`src/rtl/u8d_pkg.sv`:
```
package u8d_pkg;

    // Field widths
    localparam int CP_W      = 21;
    localparam int BYTE_W    = 8;
    localparam int ERR_CNT_W = 3;

    // Descriptor queue between front and back
    localparam int QDEPTH = 4;
    localparam int QPTR_W = $clog2(QDEPTH);
    localparam int QCNT_W = $clog2(QDEPTH + 1);

    // Replacement code after reset: '?'
    localparam logic [CP_W-1:0] REPL_RESET = CP_W'(63);

    // Sequence length codes
    typedef logic [2:0] seq_len_t;
    localparam seq_len_t SEQ_NONE  = 3'd0;
    localparam seq_len_t SEQ_TWO   = 3'd2;
    localparam seq_len_t SEQ_THREE = 3'd3;
    localparam seq_len_t SEQ_FOUR  = 3'd4;

    // Input channel payload
    typedef struct packed {
        logic [BYTE_W-1:0] in_byte;
        logic              end_of_string;
    } in_item_t;

    // Result channel payload
    typedef struct packed {
        logic [CP_W-1:0] code_point;
        logic            is_error;
        logic            last_of_run;
    } out_item_t;

    // One accepted byte's results: err_cnt replacements, then an optional value
    typedef struct packed {
        logic [ERR_CNT_W-1:0] err_cnt;
        logic                 has_val;
        logic [CP_W-1:0]      value;
    } desc_t;

    // Overlong, out of range or surrogate
    function automatic logic cp_invalid(input logic [CP_W-1:0] cp, input seq_len_t len);
        logic overlong;
        overlong = ((len == SEQ_TWO)   && (cp < CP_W'(32'h80)))   ||
                   ((len == SEQ_THREE) && (cp < CP_W'(32'h800)))  ||
                   ((len == SEQ_FOUR)  && (cp < CP_W'(32'h10000)));
        return overlong || (cp > CP_W'(32'h10FFFF)) ||
               ((cp >= CP_W'(32'hD800)) && (cp <= CP_W'(32'hDFFF)));
    endfunction

endpackage

```
`src/rtl/u8d_front.sv`:
```
module u8d_front (
    input  logic               aclk,
    input  logic               aresetn,
    input  logic               s_valid,
    input  logic               s_ready,
    input  u8d_pkg::in_item_t  s_item,
    output logic               push,
    output u8d_pkg::desc_t     push_desc
);

    logic [u8d_pkg::CP_W-1:0]      pv_reg, pv_next;
    u8d_pkg::seq_len_t             len_reg, len_next;
    logic [1:0]                    br_reg, br_next;

    logic                          pending;
    logic                          is_cont;
    logic [u8d_pkg::CP_W-1:0]      cont_pv;
    logic [2:0]                    cont_br;
    logic [u8d_pkg::ERR_CNT_W-1:0] flush_cnt;
    logic [u8d_pkg::BYTE_W-1:0]    b;

    assign b       = s_item.in_byte;
    assign pending = (len_reg != u8d_pkg::SEQ_NONE);
    assign is_cont = (b[7:6] == 2'b10);
    assign cont_pv = {pv_reg[u8d_pkg::CP_W-7:0], b[5:0]};
    assign cont_br = {1'b0, br_reg} + 3'd1;
    assign flush_cnt = pending ? u8d_pkg::ERR_CNT_W'(br_reg) : '0;

    // Classify the byte against the pending sequence
    always_comb begin
        pv_next   = pv_reg;
        len_next  = len_reg;
        br_next   = br_reg;
        push_desc = '0;
        if (b == '0) begin
            // terminator: flush buffered bytes, nothing for itself
            push_desc.err_cnt = flush_cnt;
            pv_next  = '0;
            len_next = u8d_pkg::SEQ_NONE;
            br_next  = '0;
        end else if (pending && is_cont) begin
            if (cont_br >= len_reg) begin
                // sequence complete
                if (u8d_pkg::cp_invalid(cont_pv, len_reg)) begin
                    push_desc.err_cnt = len_reg;
                end else begin
                    push_desc.has_val = 1'b1;
                    push_desc.value   = cont_pv;
                end
                pv_next  = '0;
                len_next = u8d_pkg::SEQ_NONE;
                br_next  = '0;
            end else if (s_item.end_of_string) begin
                push_desc.err_cnt = cont_br;
                pv_next  = '0;
                len_next = u8d_pkg::SEQ_NONE;
                br_next  = '0;
            end else begin
                pv_next = cont_pv;
                br_next = cont_br[1:0];
            end
        end else begin
            // breaking byte or idle: flush, then decode afresh
            push_desc.err_cnt = flush_cnt;
            pv_next  = '0;
            len_next = u8d_pkg::SEQ_NONE;
            br_next  = '0;
            if (!b[7]) begin
                push_desc.has_val = 1'b1;
                push_desc.value   = u8d_pkg::CP_W'(b);
            end else if (b[7:5] == 3'b110 || b[7:4] == 4'b1110 || b[7:3] == 5'b11110) begin
                if (s_item.end_of_string) begin
                    // lone lead at end of string
                    push_desc.err_cnt = flush_cnt + u8d_pkg::ERR_CNT_W'(1);
                end else begin
                    br_next = 2'd1;
                    if (b[7:5] == 3'b110) begin
                        pv_next  = u8d_pkg::CP_W'(b[4:0]);
                        len_next = u8d_pkg::SEQ_TWO;
                    end else if (b[7:4] == 4'b1110) begin
                        pv_next  = u8d_pkg::CP_W'(b[3:0]);
                        len_next = u8d_pkg::SEQ_THREE;
                    end else begin
                        pv_next  = u8d_pkg::CP_W'(b[2:0]);
                        len_next = u8d_pkg::SEQ_FOUR;
                    end
                end
            end else begin
                // stray continuation or 11111xxx
                push_desc.err_cnt = flush_cnt + u8d_pkg::ERR_CNT_W'(1);
            end
        end
    end

    assign push = s_valid && s_ready &&
                  ((push_desc.err_cnt != '0) || push_desc.has_val);

    // Sequence state
    always_ff @(posedge aclk) begin
        if (!aresetn) begin
            pv_reg  <= '0;
            len_reg <= u8d_pkg::SEQ_NONE;
            br_reg  <= '0;
        end else if (s_valid && s_ready) begin
            pv_reg  <= pv_next;
            len_reg <= len_next;
            br_reg  <= br_next;
        end
    end

endmodule

```
`src/rtl/u8d_queue.sv`:
```
module u8d_queue (
    input  logic            aclk,
    input  logic            aresetn,
    input  logic            push,
    input  u8d_pkg::desc_t  push_desc,
    output logic            full,
    input  logic            pop,
    output logic            head_valid,
    output u8d_pkg::desc_t  head_desc
);

    u8d_pkg::desc_t                  mem [u8d_pkg::QDEPTH];
    logic [u8d_pkg::QPTR_W-1:0]      wr_ptr_reg, rd_ptr_reg;
    logic [u8d_pkg::QCNT_W-1:0]      count_reg;
    logic                            do_pop;

    assign full       = (count_reg == u8d_pkg::QCNT_W'(u8d_pkg::QDEPTH));
    assign head_valid = (count_reg != '0);
    assign head_desc  = mem[rd_ptr_reg];
    assign do_pop     = pop && head_valid;

    // Storage
    always_ff @(posedge aclk) begin
        if (push) begin
            mem[wr_ptr_reg] <= push_desc;
        end
    end

    // Pointers and fill count
    always_ff @(posedge aclk) begin
        if (!aresetn) begin
            wr_ptr_reg <= '0;
            rd_ptr_reg <= '0;
            count_reg  <= '0;
        end else begin
            if (push) begin
                wr_ptr_reg <= wr_ptr_reg + u8d_pkg::QPTR_W'(1);
            end
            if (do_pop) begin
                rd_ptr_reg <= rd_ptr_reg + u8d_pkg::QPTR_W'(1);
            end
            if (push && !do_pop) begin
                count_reg <= count_reg + u8d_pkg::QCNT_W'(1);
            end else if (!push && do_pop) begin
                count_reg <= count_reg - u8d_pkg::QCNT_W'(1);
            end
        end
    end

endmodule

```
`src/rtl/u8d_back.sv`:
```
module u8d_back (
    input  logic                     aclk,
    input  logic                     aresetn,
    input  logic [u8d_pkg::CP_W-1:0] repl_code,
    input  logic                     head_valid,
    input  u8d_pkg::desc_t           head_desc,
    output logic                     pop,
    output logic                     m_valid,
    input  logic                     m_ready,
    output u8d_pkg::out_item_t       m_item
);

    logic                          m_valid_reg;
    u8d_pkg::out_item_t            m_item_reg, m_item_next;
    logic [1:0]                    idx_reg;
    logic                          load;
    logic                          is_rep;
    logic                          is_last;
    logic [u8d_pkg::ERR_CNT_W-1:0] total;

    assign load    = !m_valid_reg || m_ready;
    assign total   = head_desc.err_cnt + u8d_pkg::ERR_CNT_W'(head_desc.has_val);
    assign is_rep  = (u8d_pkg::ERR_CNT_W'(idx_reg) < head_desc.err_cnt);
    assign is_last = ((u8d_pkg::ERR_CNT_W'(idx_reg) + u8d_pkg::ERR_CNT_W'(1)) == total);
    assign pop     = load && head_valid && is_last;

    // Pick result idx of the head transaction
    always_comb begin
        m_item_next.code_point  = is_rep ? repl_code : head_desc.value;
        m_item_next.is_error    = is_rep;
        m_item_next.last_of_run = is_last;
    end

    always_ff @(posedge aclk) begin
        if (!aresetn) begin
            m_valid_reg <= 1'b0;
            idx_reg     <= '0;
        end else if (load) begin
            m_valid_reg <= head_valid;
            if (pop) begin
                idx_reg <= '0;
            end else if (head_valid) begin
                idx_reg <= idx_reg + 2'd1;
            end
        end
    end

    // Output payload
    always_ff @(posedge aclk) begin
        if (load) begin
            m_item_reg <= m_item_next;
        end
    end

    assign m_valid = m_valid_reg;
    assign m_item  = m_item_reg;

endmodule

```
`src/rtl/utf8_codepoint_decoder_core.sv`:
```
// An accepted byte's first result is registered in the descriptor queue and then in
// the output register.
// Throughput: one byte per cycle while each byte gives at most one result and the
// output is not stalled; a byte giving k results holds the output register for its k
// results in turn, and a 4-entry descriptor queue lets the input keep running meanwhile.
// Reset: synchronous active-low aresetn clears the pending sequence, the queue and
// the output valid, and sets the replacement code to '?' (63).
module utf8_codepoint_decoder_core (
    input  logic                     aclk,
    input  logic                     aresetn,
    input  logic                     s_valid,
    output logic                     s_ready,
    input  u8d_pkg::in_item_t        s_item,
    output logic                     m_valid,
    input  logic                     m_ready,
    output u8d_pkg::out_item_t       m_item,
    input  logic                     cfg_wr_en,
    input  logic [u8d_pkg::CP_W-1:0] cfg_wr_data
);

    logic [u8d_pkg::CP_W-1:0] repl_code_reg;
    logic                     push;
    u8d_pkg::desc_t           push_desc;
    logic                     full;
    logic                     pop;
    logic                     head_valid;
    u8d_pkg::desc_t           head_desc;

    assign s_ready = !full;

    // Replacement code register
    always_ff @(posedge aclk) begin
        if (!aresetn) begin
            repl_code_reg <= u8d_pkg::REPL_RESET;
        end else if (cfg_wr_en) begin
            repl_code_reg <= cfg_wr_data;
        end
    end

    u8d_front u_front (
        .aclk      (aclk),
        .aresetn   (aresetn),
        .s_valid   (s_valid),
        .s_ready   (s_ready),
        .s_item    (s_item),
        .push      (push),
        .push_desc (push_desc)
    );

    u8d_queue u_queue (
        .aclk       (aclk),
        .aresetn    (aresetn),
        .push       (push),
        .push_desc  (push_desc),
        .full       (full),
        .pop        (pop),
        .head_valid (head_valid),
        .head_desc  (head_desc)
    );

    u8d_back u_back (
        .aclk       (aclk),
        .aresetn    (aresetn),
        .repl_code  (repl_code_reg),
        .head_valid (head_valid),
        .head_desc  (head_desc),
        .pop        (pop),
        .m_valid    (m_valid),
        .m_ready    (m_ready),
        .m_item     (m_item)
    );

    // Every queued descriptor carries at least one result
    a_desc_nonempty: assert property (@(posedge aclk) disable iff (!aresetn)
        head_valid |-> ((head_desc.err_cnt != '0) || head_desc.has_val))
        else $error("empty descriptor in queue");

    // A decoded value is always the final result of its byte
    a_value_last: assert property (@(posedge aclk) disable iff (!aresetn)
        (m_valid && !m_item.is_error) |-> m_item.last_of_run)
        else $error("decoded value not marked last");

    // Nothing is presented right after reset
    a_reset_idle: assert property (@(posedge aclk)
        (aresetn && $past(!aresetn)) |-> !m_valid)
        else $error("result valid right after reset");

endmodule
```
`config.mk`:
```
export PLATFORM = sky130hd
export DESIGN_NAME = utf8_codepoint_decoder_core
export DESIGN_NICKNAME = d
export VERILOG_FILES = /design/src/rtl/u8d_pkg.sv /design/src/rtl/u8d_front.sv /design/src/rtl/u8d_queue.sv /design/src/rtl/u8d_back.sv /design/src/rtl/utf8_codepoint_decoder_core.sv
export SDC_FILE = /design/constraint.sdc
export NUM_CORES = 1
export LEC_CHECK = 0
export ABC_CLOCK_PERIOD_IN_PS = 9500
export BUFFER_PORTS_ARGS = -buffer_cell sky130_fd_sc_hd__buf_2
export CAP_MARGIN = 25
export CORE_MARGIN = 3
export CORE_UTILIZATION = 40
export DETAILED_ROUTE_END_ITERATION = 6
export GPL_TIMING_DRIVEN = 1
export PLACE_DENSITY_LB_ADDON = 0.05
export SLEW_MARGIN = 20
export SYNTH_ARGS = -nofsm -noshare
export SYNTH_HDL_FRONTEND = slang
export SYNTH_HIERARCHICAL = 1
export SYNTH_SLANG_ARGS = --single-unit
```
`constraint.sdc`:
```
create_clock -name aclk -period 9.5 [get_ports aclk]
set_input_delay 1.9 -clock aclk [delete_from_list [all_inputs] [get_ports aclk]]
set_output_delay 1.9 -clock aclk [all_outputs]
set_load 0.02 [all_outputs]
```
==> reports/qor.yml <==
syn_to_final_growth_pct: 13.3
grt_start_max_net_pins: 53
synth.ff_latch_count: 176
numCtsBuffers: 17
post_synth_num_cell_types: 63
num_rows: 49
timing.critical_path.fanout_max: 7
port_buffers: 59
cpPeakStageDelay_ps: 420
clockPowerShare_pct: 31.7
yosysTopAreaCellShare_pct: 48.6
place_hpwl_mm: 9.74
ys.warnings.count: 6
global_route.usage.total_pct: 15.4
cts_post_setup_buffers_inserted: 0
clock_edge_transition_at_the_registers_on_the_reported_setup_and_hold_paths_ps: 60
die_h_um: 144
ctsHtreeMaxLevel: 4
cp.arrival_ps: 4820
initialDrtViolationCount: 162
globalRouteOverflowTotal: 0
power.net_switching_w: 0.000564
pre_cts_ws_ps: 4590
wl_mm: 14.9
maxCapViolCount: 0
avgSynthCellArea_um2: 15.8
grt_pass1_vias: 4298
max_slew.worst_pin.slew_ps: 923
synth_edf_count: 123
slew-limit-headroom_pct: 38.1
power_report.internal_total_w: 0.00151
seq_power_share_pct: 47.0
synth_fp_nets: 530
yosys.area.top_type: "sky130_fd_sc_hd__edfxtp_1"
timing.setup.tns_ps: 0
firstDrtPassIters: 4
num-fill-cells: 1595
cp-end-kind: "register"
setup_viol: 0
post_layout_minimum_cycle_time_ps: 4480
rsz0062_at_grt: "no"
synth_sequential_area_ratio_pct: 62.6
final.period_utilization_pct: 47.2
io_pins: 60
drt-wirelength-per-cell_um: 19.0
critical_path_required_ps: 9840
critical_path.n_buffers_inverters: 2
netSwitchingFraction_pct: 27.2
grt_first_pass_wirelength_mm: 24.0
result_of_the_run: "finished clean"
die-width_um: 144
mappedNetlistArea_um2: 7590
largest_register_ffs: 100
timing_max_transition_violations_final: 0
post_cts_resized: 0
detailroute.via_count: 4117
static-leakage-power_nw: 3.11
worst_slack_ps: 5020
insertedDiodeCount: 0
worst-setup-path-type: "in -> reg"
avgViaCountPerCell: 5.24
syn_inst: 480
initial_utilization_pct: 41.4
maximum_clock_skew_at_final_layout_ps: 7.96
design.final.nets: 595
clockBufferDepth: 2
ys_dominant_reg_cell: "sky130_fd_sc_hd__edfxtp_1"
maximum_clock_rate_mhz: 223
core_box_area_um2: 18300
critical_path.slowest_cell: "sky130_fd_sc_hd__a2bb2oi_1"
power.density_nw_per_um2: 241
post_route_cells_drive_above_1_share_pct: 27.5
root_buffer: "sky130_fd_sc_hd__clkbuf_16"
skew_pair_late_insertion_delay_ps: 410
clock_sink_count: 176
async_flop_share_pct: 0
cp_cell_sequence: "buf_2 > nand3_1 > a31oi_1 > xnor2_1 > a2bb2oi_1 > o41a_1 > ha_1 > inv_1 > fa_1 > xor2_1 > or3_1 > a21boi_0"
hold_path_class: "reg -> reg"
start_kind: "input port"
vdd_ir_drop_max_v: 0.000122
synth.top_cells.by_area: "sky130_fd_sc_hd__edfxtp_1 49%, sky130_fd_sc_hd__dfxtp_1 14%, sky130_fd_sc_hd__mux4_2 5.9%, sky130_fd_sc_hd__mux2_4 3.8%, sky130_fd_sc_hd__mux2i_1 3.2%"
cts.hold.buffers_added: 0
gpl.final_weighted_congestion: 0.864
worst_path_dominant_cell_family: "compound AO/OA/AOI/OAI gates"
report.final.hold_viol_count: 0
post_route_antenna_net_violation_count: 0
combinational_share_of_power_pct: 21.3
cts_tree: "built"
number_of_antenna_violations_at_the_first_check_in_global_routing: 0
drc: 0
fp.dieArea_um2: 20700
-- cells in the final DEF, fill, tap and decap left out, drive strengths merged, types with 4 or more instances in the layout --
cell type  instances
edfxtp           123
buf               66
dfxtp             53
nor2b             32
and2              25
mux4              25
mux2i             24
mux2              21
nand2             19
clkbuf            19
inv               15
ha                14
a22oi             13
xnor2              9
nor3               9
and3               9
a21boi             8
o21ai              8
nor4               5
clkinv             5
clkinvlp           4
nand3              4
or3                4
-- layout make-up --
type	count	area (µm²)	share of cell area, %
clock inverters	12	119	1.38
repair buffers	66	348	4.04
multi-input cells	270	2610	30.3
well taps	229	287	3.33
flip-flops and latches	176	4750	55.3
inverters	14	52.6	0.611
clock buffers	19	433	5.03
-- Yosys cell counts, types with 2 or more instances --
master,instances
sky130_fd_sc_hd__edfxtp_1,123
sky130_fd_sc_hd__dfxtp_1,53
sky130_fd_sc_hd__nor2b_1,32
sky130_fd_sc_hd__and2_1,25
sky130_fd_sc_hd__mux2i_1,24
sky130_fd_sc_hd__mux4_2,20
sky130_fd_sc_hd__mux2_4,19
sky130_fd_sc_hd__nand2_1,19
sky130_fd_sc_hd__ha_1,14
sky130_fd_sc_hd__inv_1,14
sky130_fd_sc_hd__a22oi_1,13
sky130_fd_sc_hd__xnor2_1,9
sky130_fd_sc_hd__a21boi_0,8
sky130_fd_sc_hd__clkbuf_1,8
sky130_fd_sc_hd__and3_2,7
sky130_fd_sc_hd__nor3_1,7
sky130_fd_sc_hd__o21ai_0,7
sky130_fd_sc_hd__mux4_1,5
sky130_fd_sc_hd__nor4_1,5
sky130_fd_sc_hd__buf_12,4
sky130_fd_sc_hd__buf_6,4
sky130_fd_sc_hd__buf_2,3
sky130_fd_sc_hd__nand3_1,3
sky130_fd_sc_hd__o21a_1,3
sky130_fd_sc_hd__or3_1,3
sky130_fd_sc_hd__xor2_1,3
sky130_fd_sc_hd__a211o_1,2
sky130_fd_sc_hd__a21oi_2,2
sky130_fd_sc_hd__and3_1,2
sky130_fd_sc_hd__mux2_2,2
sky130_fd_sc_hd__nor2_1,2
sky130_fd_sc_hd__nor3_2,2
sky130_fd_sc_hd__nor4b_1,2
sky130_fd_sc_hd__o31ai_1,2
-- power by group through the flow --
stage,registers [W],logic (W),clock network (W)
2_1_floorplan,0.00105,0.000282,0
3_3_place_gp,0.000987,0.000445,0
3_5_place_dp,0.000990,0.000450,0
4_1_cts,0.000974,0.000451,0.000677
5_1_grt,0.000984,0.000485,0.000714
6_report,0.000973,0.000441,0.000657
-- tightest hold or removal path, delay by kind of cell, from the launching register on --
family | cells | cell delay [ps]
flops | 1 | 320
mux | 1 | 70
simple gates | 1 | 60
-- worst paths after layout --
| check | cells after the start | startpoint | endpoint | slack [ps] |
|---|---|---|---|---|
| max | 12 | s_item[6] | u_queue/count_reg[2]$_SDFFE_PN0P_ | 5020 |
| min | 2 | repl_code_reg[2]$_SDFFE_PN1P_ | repl_code_reg[2]$_SDFFE_PN1P_ | 480 |
| max reg2reg | 13 | u_front/br_reg[0]$_SDFFE_PN0P_ | u_queue/count_reg[2]$_SDFFE_PN0P_ | 5340 |
| min reg2reg | 2 | repl_code_reg[2]$_SDFFE_PN1P_ | repl_code_reg[2]$_SDFFE_PN1P_ | 480 |
-- metrics by stage --
| stage | area, µm² | util, % | hold WS (ps) | instances | power, W |
|---|---|---|---|---|---|
| 3_3_place_gp | 8050 | 43.9 | 453 | 755 | 0.00143 |
| 5_1_grt | 8600 | 46.9 | 512 | 786 | 0.00218 |
| 2_1_floorplan | 7590 | - | 442 | 480 | 0.00133 |
| 4_1_cts | 8600 | 46.9 | 480 | 786 | 0.00210 |
| 3_5_place_dp | 8050 | 43.9 | 464 | 755 | 0.00144 |
| 6_report | 8600 | 46.9 | 476 | 786 | 0.00207 |
-- logic make-up (layout without fill, tap and decap cells) --
group / count (synthesis) / count (layout) / share of synthesized area (%)
AO/OA/AOI/OAI: 54 / 54 / 5.83
multiplexers: 70 / 70 / 14.9
adder cells (fa/ha/maj): 15 / 15 / 2.57
XOR/XNOR: 12 / 12 / 1.38
AND/OR/NAND/NOR: 119 / 119 / 9.71
buffers and inverters: 34 / 111 / 3.00
flip-flops: 176 / 176 / 62.6
-- layer usage --
layer	up-vias	global-route usage [%]	routed length, µm
met5	-	0	0
met4	0	4.61	134
met3	10	4.16	677
met2	85	24.3	7100
met1	2050	21.1	7000
li1	1972	-	-
Power figures use the tool's default switching activity.
